### src/rtl/cvs_pkg.sv
`default_nettype none
// ----------------------------------------------------------------------------
// cvs_pkg
// Shared types and constants of the chunked vector stack engine.
// ----------------------------------------------------------------------------
package cvs_pkg;

	localparam int IDX_W      = 8;
	localparam int REG_W      = 9;
	localparam int CFG_IDX_W  = 1;
	localparam int FREE_CHUNKS = 2;

	localparam logic [REG_W-1:0] ORIG_CAP_RST = 9'd16;
	localparam logic [REG_W-1:0] CHUNK_RST    = 9'd8;

	typedef enum logic [CFG_IDX_W-1:0] {
		REG_ORIG_CAP = 1'b0,
		REG_CHUNK    = 1'b1
	} cfg_reg_t;

	typedef enum logic [1:0] {
		OP_APPEND = 2'd0,
		OP_REMOVE = 2'd1,
		OP_GET    = 2'd2,
		OP_SET    = 2'd3
	} op_t;

	typedef enum logic [2:0] {
		ST_OK        = 3'd0,
		ST_OVERFLOW  = 3'd1,
		ST_UNDERFLOW = 3'd2,
		ST_BOUNDS    = 3'd3,
		ST_ALLOC     = 3'd4
	} status_t;

	// classified request handed from front to back
	typedef struct packed {
		op_t              op;
		logic [IDX_W-1:0] index;
		logic             idx_beyond;
	} cmd_t;

endpackage
`default_nettype wire

### src/rtl/cvs_if.sv
`default_nettype none
// ----------------------------------------------------------------------------
// cvs_req_if / cvs_rsp_if
// Valid/ready channels for requests and results of the stack engine.
// ----------------------------------------------------------------------------
interface cvs_req_if #(
	parameter int ELEM_WIDTH = 32
);
	logic                          valid;
	logic                          ready;
	logic [1:0]                    op;
	logic [cvs_pkg::IDX_W-1:0]     index;
	logic [ELEM_WIDTH-1:0]         element;

	modport source (output valid, output op, output index, output element, input ready);
	modport sink (input valid, input op, input index, input element, output ready);
endinterface

`default_nettype wire

### src/rtl/cvs_front.sv
`default_nettype none
// ----------------------------------------------------------------------------
// cvs_front
// Accepts requests, classifies them and buffers them in a two-entry queue.
// ----------------------------------------------------------------------------
module cvs_front #(
	parameter int DEPTH      = 256,
	parameter int ELEM_WIDTH = 32
) (
	input  wire logic                  clk,
	input  wire logic                  arst_n,
	cvs_req_if.sink                    req,
	output logic                       q_valid,
	input  wire logic                  q_ready,
	output cvs_pkg::cmd_t              q_cmd,
	output logic [ELEM_WIDTH-1:0]      q_elem
);

	cvs_pkg::cmd_t         cmd_q  [2];
	logic [ELEM_WIDTH-1:0] elem_q [2];
	logic                  wptr_q;
	logic                  rptr_q;
	logic [1:0]            used_q;
	cvs_pkg::cmd_t         cmd_in;
	logic                  push;
	logic                  pop;

	// index beyond the physical store is known before execution
	always_comb begin
		cmd_in.op         = cvs_pkg::op_t'(req.op);
		cmd_in.index      = req.index;
		cmd_in.idx_beyond = (32'(req.index) >= 32'(DEPTH));
	end

	assign req.ready = (used_q != 2'd2);
	assign push      = req.valid && req.ready;
	assign q_valid   = (used_q != 2'd0);
	assign pop       = q_valid && q_ready;
	assign q_cmd     = cmd_q[rptr_q];
	assign q_elem    = elem_q[rptr_q];

	always_ff @(posedge clk or negedge arst_n) begin
		if (!arst_n) begin
			wptr_q <= 1'b0;
			rptr_q <= 1'b0;
			used_q <= 2'd0;
		end else begin
			if (push) wptr_q <= ~wptr_q;
			if (pop) rptr_q <= ~rptr_q;
			priority if (push && !pop) begin
				used_q <= used_q + 2'd1;
			end else if (pop && !push) begin
				used_q <= used_q - 2'd1;
			end else begin
				used_q <= used_q;
			end
		end
	end

	always_ff @(posedge clk) begin
		if (push) begin
			cmd_q[wptr_q]  <= cmd_in;
			elem_q[wptr_q] <= req.element;
		end
	end

endmodule
`default_nettype wire

### src/flat_wrapper.sv
// flat-port wrapper written by rule: the top's interface ports become plain ports
module cvs_front_flat 
#(
	parameter int DEPTH      = 256,
	parameter int ELEM_WIDTH = 32
)
  (clk, arst_n, q_valid, q_ready, q_cmd, q_elem, req_valid, req_op, req_index, req_element, req_ready);
  cvs_req_if #(.ELEM_WIDTH(ELEM_WIDTH)) req_i ();
  input  wire logic clk;
  input  wire logic arst_n;
  output logic q_valid;
  input  wire logic q_ready;
  output cvs_pkg::cmd_t q_cmd;
  output logic [ELEM_WIDTH-1:0] q_elem;
  input wire logic [$bits(req_i.valid)-1:0] req_valid;
  input wire logic [$bits(req_i.op)-1:0] req_op;
  input wire logic [$bits(req_i.index)-1:0] req_index;
  input wire logic [$bits(req_i.element)-1:0] req_element;
  output wire logic [$bits(req_i.ready)-1:0] req_ready;
  assign req_i.valid = req_valid;
  assign req_i.op = req_op;
  assign req_i.index = req_index;
  assign req_i.element = req_element;
  assign req_ready = req_i.ready;
  cvs_front #(.DEPTH(DEPTH), .ELEM_WIDTH(ELEM_WIDTH)) u_core (.clk(clk), .arst_n(arst_n), .req(req_i), .q_valid(q_valid), .q_ready(q_ready), .q_cmd(q_cmd), .q_elem(q_elem));
endmodule
### config.mk
export PLATFORM = sky130hd
export DESIGN_NAME = cvs_front_flat
export DESIGN_NICKNAME = d
export VERILOG_FILES = /design/src/rtl/cvs_pkg.sv /design/src/rtl/cvs_if.sv /design/src/rtl/cvs_front.sv /design/src/flat_wrapper.sv
export SDC_FILE = /design/constraint.sdc
export NUM_CORES = 1
export LEC_CHECK = 0
export ABC_AREA = 1
export BUFFER_PORTS_ARGS = -buffer_cell sky130_fd_sc_hd__buf_2
export CAP_MARGIN = 40
export CELL_PAD_IN_SITES_DETAIL_PLACEMENT = 2
export CELL_PAD_IN_SITES_GLOBAL_PLACEMENT = 2
export CORE_ASPECT_RATIO = 0.8
export CORE_UTILIZATION = 37
export DETAILED_ROUTE_END_ITERATION = 10
export GPL_ROUTABILITY_DRIVEN = 1
export GPL_TIMING_DRIVEN = 1
export PLACE_DENSITY_LB_ADDON = 0.1
export SLEW_MARGIN = 20
export SYNTH_ARGS = -nofsm -noshare
export SYNTH_HDL_FRONTEND = slang
export SYNTH_SLANG_ARGS = --single-unit
### constraint.sdc
create_clock -name clk -period 7.12 [get_ports clk]
set_input_delay 0.356 -clock clk [delete_from_list [all_inputs] [get_ports clk]]
set_output_delay 0.356 -clock clk [all_outputs]
set_load 0.02 [all_outputs]
==> results of run 1 <==
## kinds of logic (layout without fill, tap and decap cells)
logic type / count (synthesis) / after routing / share of synthesized area (%)
other: 1 / 1 / 0.1104
flip-flops: 88 / 88 / 77.20
adder cells (fa/ha/maj): 1 / 1 / 0.3683
AND/OR/NAND/NOR: 141 / 141 / 17.42
buffers and inverters: 17 / 114 / 4.383
XOR/XNOR: 2 / 2 / 0.5157
## power by group
group	switching (mW)	internal, mW	leakage [nW]
Clock	0.181	0.338	0.158
Combinational	0.489	0.200	0.850
Sequential	0.0642	0.711	0.828
## cell usage after synthesis
| cell type | n |
|---|---|
| conb_1 | 1 |
| xnor2_1 | 1 |
| inv_2 | 1 |
| nor2_1 | 2 |
| nand2_1 | 113 |
| buf_4 | 4 |
| inv_8 | 1 |
| dfrtp_1 | 4 |
| nand2_2 | 23 |
| buf_6 | 4 |
| buf_12 | 2 |
| nand4_1 | 1 |
| xor2_1 | 1 |
| ha_1 | 1 |
| nand3_1 | 2 |
| edfxtp_1 | 84 |
| inv_1 | 5 |
## timing repair
action | CTS | global route
setup endpoints to repair | 0 | 0
hold buffers | 1 | 0
endpoints found under the hold margin | 4 | 0
buffers inserted | 0 | 0
## cells in the final DEF (no fill, tap or decap), drive strengths merged
cell type | synthesis | final
nand2 | 136 | 136
buf | 10 | 92
edfxtp | 84 | 84
clkbuf | 0 | 10
inv | 7 | 7
dfrtp | 4 | 4
bufinv | 0 | 3
nor2 | 2 | 2
nand3 | 2 | 2
xnor2 | 1 | 1
xor2 | 1 | 1
nand4 | 1 | 1
ha | 1 | 1
conb | 1 | 1
clkinv | 0 | 1
dlygate4sd3 | 0 | 1
## routing by layer
metal | wire (µm) | global-route usage [%] | share of wire, %
met2 | 4610 | 36.65 | 56
met4 | 102 | 5.897 | 1.2
met3 | 416 | 5.655 | 5.0
met1 | 3150 | 20.10 | 38
met5 | 0 | 0 | 0
## worst max-delay path by stage
| stage | start | endpoint | slack, ps | cells past startpoint |
|---|---|---|---|---|
| 2_1_floorplan | u_core.used_q[0] | u_core.cmd_q[0][0] | 4250 | 4 |
| 3_3_place_gp | u_core.rptr_q | q_elem[25] | 5080 | 4 |
| 3_5_place_dp | u_core.used_q[0] | u_core.cmd_q[0][9] | 5160 | 5 |
| 4_1_cts | u_core.rptr_q | q_elem[25] | 4820 | 5 |
| 5_1_grt | u_core.rptr_q | q_elem[25] | 4750 | 5 |
| 6_report | u_core.rptr_q | q_elem[25] | 4880 | 5 |
## stage by stage
step / hold slack (ps) / cells
3_3_place_gp: 173.7 / 443
6_report: 204.2 / 459
3_5_place_dp: 169.9 / 444
2_1_floorplan: 60.41 / 250
4_1_cts: 194.0 / 459
5_1_grt: 195.0 / 459
## state kept, by name, indices dropped and copies added (netlist names)
register / flops
u_core.rptr_q: 1
u_core.used_q: 2
u_core.wptr_q: 1
u_core.elem_q: 64
u_core.cmd_q: 20
## final cells by class
cell class	instances	share of cell area, %
sequential	88	61.59
multi-input combinational	145	15.04
timing repair buffer	93	11.69
clock buffer	10	5.374
tap	112	3.289
clock inverter	4	2.232
inverter	7	0.7930
==> impl_metrics.prom, run 1 <==
# TYPE chip_impl_metric gauge
chip_impl_info{name="outcome",value="complete, no violations"} 1
chip_impl_metric{name="postSynthNetCount",unit=""} 297
chip_impl_metric{name="cts.clk_slew.worst_paths",unit="ps"} 60
chip_impl_metric{name="yosysTopAreaCellShare",unit="%"} 74.25
chip_impl_metric{name="buffer_ports.inserted",unit=""} 89
chip_impl_metric{name="dp.final_hpwl",unit="µm"} 5435
chip_impl_metric{name="max_freq",unit="MHz"} 446.0
chip_impl_metric{name="ys_seq_elements",unit=""} 88
chip_impl_metric{name="final_min_period_over_clock_period",unit="%"} 31.49
chip_impl_metric{name="tightestPinTransition",unit="ps"} 535.3
chip_impl_metric{name="min_path_cells",unit=""} 1
chip_impl_metric{name="floorplan.die_area",unit="µm²"} 9570
chip_impl_metric{name="post-route-worst-setup-slack",unit="ps"} 4878
chip_impl_metric{name="slowest_delay",unit="ps"} 590
chip_impl_metric{name="fin_worst_skew",unit="ps"} 6.206
chip_impl_metric{name="synth_cell_types",unit=""} 17
chip_impl_metric{name="r2r_cells",unit=""} 5
chip_impl_metric{name="layout.filler_cells",unit=""} 890
chip_impl_metric{name="r2r_setup_slack",unit="ps"} 5160
chip_impl_info{name="critical_path.startpoint_type",value="flip-flop"} 1
chip_impl_metric{name="setup_viol_count_final",unit=""} 0
chip_impl_info{name="critical_path.slowest_cell",value="dfrtp_2"} 1
chip_impl_metric{name="synthesis.area",unit="µm²"} 3397
chip_impl_metric{name="slew_viol_final",unit=""} 0
chip_impl_metric{name="grt_first_pass_wirelength",unit="µm"} 12790
chip_impl_metric{name="hold_viol_final",unit=""} 0
chip_impl_info{name="worst_hold_startpoint",value="req_element[10]"} 1
chip_impl_metric{name="drv.max_cap_violation_count",unit=""} 0
chip_impl_metric{name="drt_drc_violations_left",unit=""} 0
chip_impl_metric{name="synth_cells",unit=""} 250
chip_impl_metric{name="critical_path_buf_inv_count",unit=""} 3
chip_impl_metric{name="grt_total_usage",unit="%"} 19.13
chip_impl_metric{name="initial_antenna_violation_count",unit=""} 0
chip_impl_info{name="crit-reg2reg-capture",value="u_core.cmd_q[1][6]"} 1
chip_impl_metric{name="maximum_level_of_the_cts_h_tree",unit=""} 3
chip_impl_metric{name="core",unit="µm²"} 8708
chip_impl_metric{name="worst_skew_pair.late_latency",unit="ps"} 340
chip_impl_metric{name="power.leakage",unit="nW"} 1.836
chip_impl_metric{name="drt_iter0_drc",unit=""} 77
chip_impl_metric{name="post-route-min-period",unit="ps"} 2242
chip_impl_metric{name="design.portCount",unit=""} 91
chip_impl_info{name="tritoncts",value="built"} 1
chip_impl_info{name="hold_end",value="u_core.elem_q[0][10]"} 1
chip_impl_metric{name="drtPass1Iterations",unit=""} 4
chip_impl_metric{name="cts_inserted_buffers",unit=""} 9
chip_impl_metric{name="die_width",unit="µm"} 109.1
chip_impl_metric{name="worst_ep_arrival",unit="ps"} 1890
chip_impl_metric{name="layout.nets",unit=""} 391
chip_impl_metric{name="cts_num_sinks",unit=""} 88
chip_impl_metric{name="maximum_count_of_clock_buffers_along_a_single_path",unit=""} 2
chip_impl_metric{name="global_route.overflow_total",unit=""} 0
chip_impl_metric{name="syn_avg_cell_area",unit="µm²"} 13.59
chip_impl_metric{name="finalSetupTns",unit="ps"} 0
chip_impl_info{name="worst_hold_path_type",value="in2reg"} 1
chip_impl_metric{name="synthesis.yosys.warnings",unit=""} 0
chip_impl_metric{name="ir_drop",unit="V"} 0.0001608
chip_impl_metric{name="number_of_core_rows",unit=""} 30
chip_impl_metric{name="floorplan.initialDensity",unit="%"} 39.01
chip_impl_metric{name="detailedPlace.worstSlack",unit="ps"} 5155
chip_impl_metric{name="fin_total_pwr",unit="mW"} 1.983
chip_impl_metric{name="layout-drive-gt1-share",unit="%"} 38.33
chip_impl_metric{name="routedWlPerCell",unit="µm"} 18.04
chip_impl_metric{name="routed_wirelength",unit="µm"} 8280
chip_impl_info{name="rsz0062_at_grt",value="false"} 1
chip_impl_metric{name="cts.repair.resized",unit=""} 0
chip_impl_metric{name="area_growth",unit="%"} 25.41
chip_impl_metric{name="synth_sequential_area_ratio",unit="%"} 77.20
chip_impl_info{name="crit_type",value="reg2out"} 1
chip_impl_metric{name="antenna_left",unit=""} 0
chip_impl_metric{name="max-slew-margin-rel",unit="%"} 64.23
chip_impl_info{name="synth_top_cells_by_area",value="edfxtp_1 (74%), nand2_1 (12%), nand2_2 (4.2%)"} 1
chip_impl_metric{name="register_area",unit="µm²"} 2624
chip_impl_info{name="root_buffer",value="clkbuf_16"} 1
chip_impl_metric{name="vias",unit=""} 2165
chip_impl_info{name="path_delay_family",value="buffers and inverters"} 1
chip_impl_metric{name="highest_net_fanout_along_the_worst_path",unit=""} 43
chip_impl_info{name="r2r-start",value="u_core.used_q[0]"} 1
chip_impl_metric{name="worstPathRequired",unit="ps"} 6760
chip_impl_metric{name="gp_congestion",unit=""} 0.6257
chip_impl_metric{name="power_density",unit="nW/µm²"} 465.4
chip_impl_info{name="synth_area_leader_cell",value="edfxtp_1"} 1
chip_impl_metric{name="grt_start_max_net_pins",unit=""} 44
chip_impl_info{name="timing.critical_path.cells",value="buf_16 > inv_8 > nand2_1 > nand2_1 > buf_2"} 1
chip_impl_info{name="critical-path-top-cell-by-count",value="nand2_1"} 1
chip_impl_metric{name="fin_area",unit="µm²"} 4260
chip_impl_metric{name="chipHeight",unit="µm"} 87.70
chip_impl_metric{name="first_global_vias",unit=""} 2390
chip_impl_info{name="timing.critical_path.to_type",value="output port"} 1
chip_impl_metric{name="via_per_inst",unit=""} 4.717
chip_impl_metric{name="post_dp_cell_area",unit="µm²"} 3926
chip_impl_metric{name="multi_input_area",unit="µm²"} 640.6
chip_impl_metric{name="antenna_cells_inserted",unit=""} 0
chip_impl_metric{name="final_core_utilization",unit="%"} 48.92
(Power assumes the default switching activity.)
==> inputs of run 2 (changes only) <==
CORE_UTILIZATION = 34   (was 37)
clock period = 2.23 ns   (was 7.12 ns; I/O delays follow)
==> run 2 against run 1 <==
Die area is 8.6% higher; combinational power rose to 3.2 times the previous value; global-route usage is 2.3 points lower; sequential share of layout area is 5.5 points lower; total power grew to 3.1 times the previous value; clock-buffer cell count stayed put; flip-flop and latch count did not move; largest power group unchanged; highest routed layer unchanged.
==> impl_metrics.prom, run 2 (same netlist as run 1, synthesis figures left out) <==
# TYPE chip_impl_metric gauge
chip_impl_info{name="worst_hold_startpoint",value="q_ready"} 1
chip_impl_metric{name="fin_area",unit="µm²"} 4682
chip_impl_metric{name="global_route.overflow_total",unit=""} 0
chip_impl_info{name="tritoncts",value="built"} 1
chip_impl_metric{name="finalSetupTns",unit="ps"} 0
chip_impl_metric{name="final_min_period_over_clock_period",unit="%"} 84.42
chip_impl_metric{name="r2r_setup_slack",unit="ps"} 770
chip_impl_info{name="hold_end",value="u_core.rptr_q"} 1
chip_impl_metric{name="vias",unit=""} 2319
chip_impl_metric{name="antenna_cells_inserted",unit=""} 0
chip_impl_metric{name="via_per_inst",unit=""} 4.400
chip_impl_info{name="layout_common_cells",value="nand2_1 (113), buf_2 (89), edfxtp_1 (84), dlygate4sd3_1 (43), nand2_2 (23)"} 1
chip_impl_metric{name="worstPathRequired",unit="ps"} 2120
chip_impl_metric{name="cts_num_sinks",unit=""} 88
chip_impl_info{name="worst_hold_path_type",value="in2reg"} 1
chip_impl_metric{name="min_path_cells",unit=""} 3
chip_impl_metric{name="buffer_ports.inserted",unit=""} 89
chip_impl_metric{name="drtPass1Iterations",unit=""} 4
chip_impl_metric{name="layout-drive-gt1-share",unit="%"} 34.27
chip_impl_metric{name="power_density",unit="nW/µm²"} 1317
chip_impl_metric{name="dp.final_hpwl",unit="µm"} 4948
chip_impl_info{name="rsz0062_at_grt",value="false"} 1
chip_impl_metric{name="routedWlPerCell",unit="µm"} 15.06
chip_impl_info{name="critical_path.startpoint_type",value="flip-flop"} 1
chip_impl_info{name="crit-reg2reg-capture",value="u_core.used_q[1]"} 1
chip_impl_metric{name="design.portCount",unit=""} 91
chip_impl_metric{name="first_global_vias",unit=""} 2601
chip_impl_metric{name="gp_congestion",unit=""} 0.6969
chip_impl_metric{name="max_freq",unit="MHz"} 531.2
chip_impl_info{name="final_common_cell",value="nand2_1"} 1
chip_impl_metric{name="post-route-min-period",unit="ps"} 1883
chip_impl_metric{name="tightestPinTransition",unit="ps"} 520.0
chip_impl_metric{name="layout.filler_cells",unit=""} 995
chip_impl_metric{name="fin_worst_skew",unit="ps"} 4.974
chip_impl_metric{name="antenna_left",unit=""} 0
chip_impl_metric{name="grt_first_pass_wirelength",unit="µm"} 12900
chip_impl_info{name="timing.critical_path.to_type",value="output port"} 1
chip_impl_metric{name="worst_skew_pair.late_latency",unit="ps"} 330
chip_impl_metric{name="area_growth",unit="%"} 37.83
chip_impl_metric{name="drv.max_cap_violation_count",unit=""} 0
chip_impl_metric{name="chipHeight",unit="µm"} 91.41
chip_impl_metric{name="r2r_cells",unit=""} 9
chip_impl_metric{name="drt_iter0_drc",unit=""} 49
chip_impl_metric{name="maximum_level_of_the_cts_h_tree",unit=""} 3
chip_impl_metric{name="grt_total_usage",unit="%"} 16.86
chip_impl_metric{name="highest_net_fanout_along_the_worst_path",unit=""} 24
chip_impl_metric{name="worst_ep_arrival",unit="ps"} 1770
chip_impl_info{name="r2r-start",value="u_core.used_q[0]"} 1
chip_impl_info{name="root_buffer",value="clkbuf_16"} 1
chip_impl_metric{name="number_of_core_rows",unit=""} 32
chip_impl_metric{name="maximum_count_of_clock_buffers_along_a_single_path",unit=""} 2
chip_impl_metric{name="max-slew-margin-rel",unit="%"} 65.33
chip_impl_metric{name="fin_total_pwr",unit="mW"} 6.167
chip_impl_metric{name="setup_viol_count_final",unit=""} 0
chip_impl_metric{name="power.leakage",unit="nW"} 1.998
chip_impl_metric{name="layout.nets",unit=""} 435
chip_impl_metric{name="largest_reg_flops",unit=""} 64
chip_impl_metric{name="floorplan.initialDensity",unit="%"} 35.06
chip_impl_metric{name="cts.clk_slew.worst_paths",unit="ps"} 50
chip_impl_metric{name="stdcell_count",unit=""} 527
chip_impl_info{name="largestRegisters",value="u_core.elem_q: 64 flops, u_core.cmd_q: 20 flops, u_core.used_q: 2 flops"} 1
chip_impl_metric{name="cts_inserted_buffers",unit=""} 9
chip_impl_metric{name="register_area",unit="µm²"} 2624
chip_impl_metric{name="placedCellCount",unit=""} 470
chip_impl_metric{name="grt_start_max_net_pins",unit=""} 44
chip_impl_metric{name="slew_viol_final",unit=""} 0
chip_impl_metric{name="drt_drc_violations_left",unit=""} 0
chip_impl_metric{name="multi_input_area",unit="µm²"} 640.6
chip_impl_info{name="largest-register",value="u_core.elem_q"} 1
chip_impl_metric{name="post_dp_cell_area",unit="µm²"} 3951
chip_impl_info{name="outcome",value="complete, no violations"} 1
chip_impl_metric{name="die_width",unit="µm"} 113.8
chip_impl_metric{name="initial_antenna_violation_count",unit=""} 0
chip_impl_metric{name="floorplan.die_area",unit="µm²"} 10400
chip_impl_metric{name="hold_viol_final",unit=""} 0
chip_impl_metric{name="core",unit="µm²"} 9689
chip_impl_metric{name="routed_wirelength",unit="µm"} 7938
chip_impl_metric{name="ir_drop",unit="V"} 0.0005920
chip_impl_info{name="crit_type",value="reg2out"} 1
[run 2: changes by cell type in the layout (fill, tap and decap cells not counted)]
cell           change
clkinv_2           -1
dlygate4sd3_1     +42
buf_4              +3
clkinvlp_4         +1
buf_16             -1
bufinv_16          -1
clkinv_1           +1
[run 2: critical path, cell delays in order, from the launching register on]
cell and delay [ps]:
dfrtp_2 700, buf_4 360, nand2_1 100, nand2_1 110
buf_2 170
[run 2: worst max-delay path by stage]
stage / to / from / slack, ps
global placement: q_elem[24] / u_core.rptr_q / 680
finish: q_elem[24] / u_core.rptr_q / 350
CTS: q_elem[24] / u_core.rptr_q / 260
detailed placement: q_elem[24] / u_core.rptr_q / 640
global route: q_elem[24] / u_core.rptr_q / 200
floorplan: u_core.cmd_q[0][0] / u_core.used_q[0] / -640
[run 2: what timing repair did]
| action | 4_1_cts | 5_1_grt |
|---|---|---|
| buffers inserted | 0 | 0 |
| endpoints found under the hold margin | 86 | 2 |
| resized for setup | 0 | 0 |
| hold buffers | 42 | 1 |
[run 2: report_power, final]
part | switching, mW | internal [mW]
clock network | 0.559 | 0.965
registers | 0.201 | 2.27
logic | 1.51 | 0.663
total | 2.27 | 3.89
[run 2: layout make-up]
cell class                      count  area share [%]
Inverter                            7          0.7215
Tap cell                          136           3.634
Clock inverter                      4           1.523
Clock buffer                       10           4.890
Multi-Input combinational cell    145           13.68
Timing Repair Buffer              137           19.51
Sequential cell                    88           56.04
[run 2: through the flow]
step | hold slack, ps | worst slack (ps) | utilization (%)
floorplan | -184.1 | -636.6 | -
global placement | -68.63 | 683.9 | 40.78
detailed placement | -65.66 | 641.9 | 40.78
CTS | 0.7369 | 263.6 | 48.22
global route | 71.59 | 196.3 | 48.32
finish | 83.97 | 347.3 | 48.32
[run 2: layer usage]
layer	vias up	part of all wire, %	global-route usage [%]
li1	1105	-	-
met2	68	53	31.71
met3	10	4.1	3.538
met4	0	1.4	6.250
met5	-	0	0
met1	1136	41	18.47
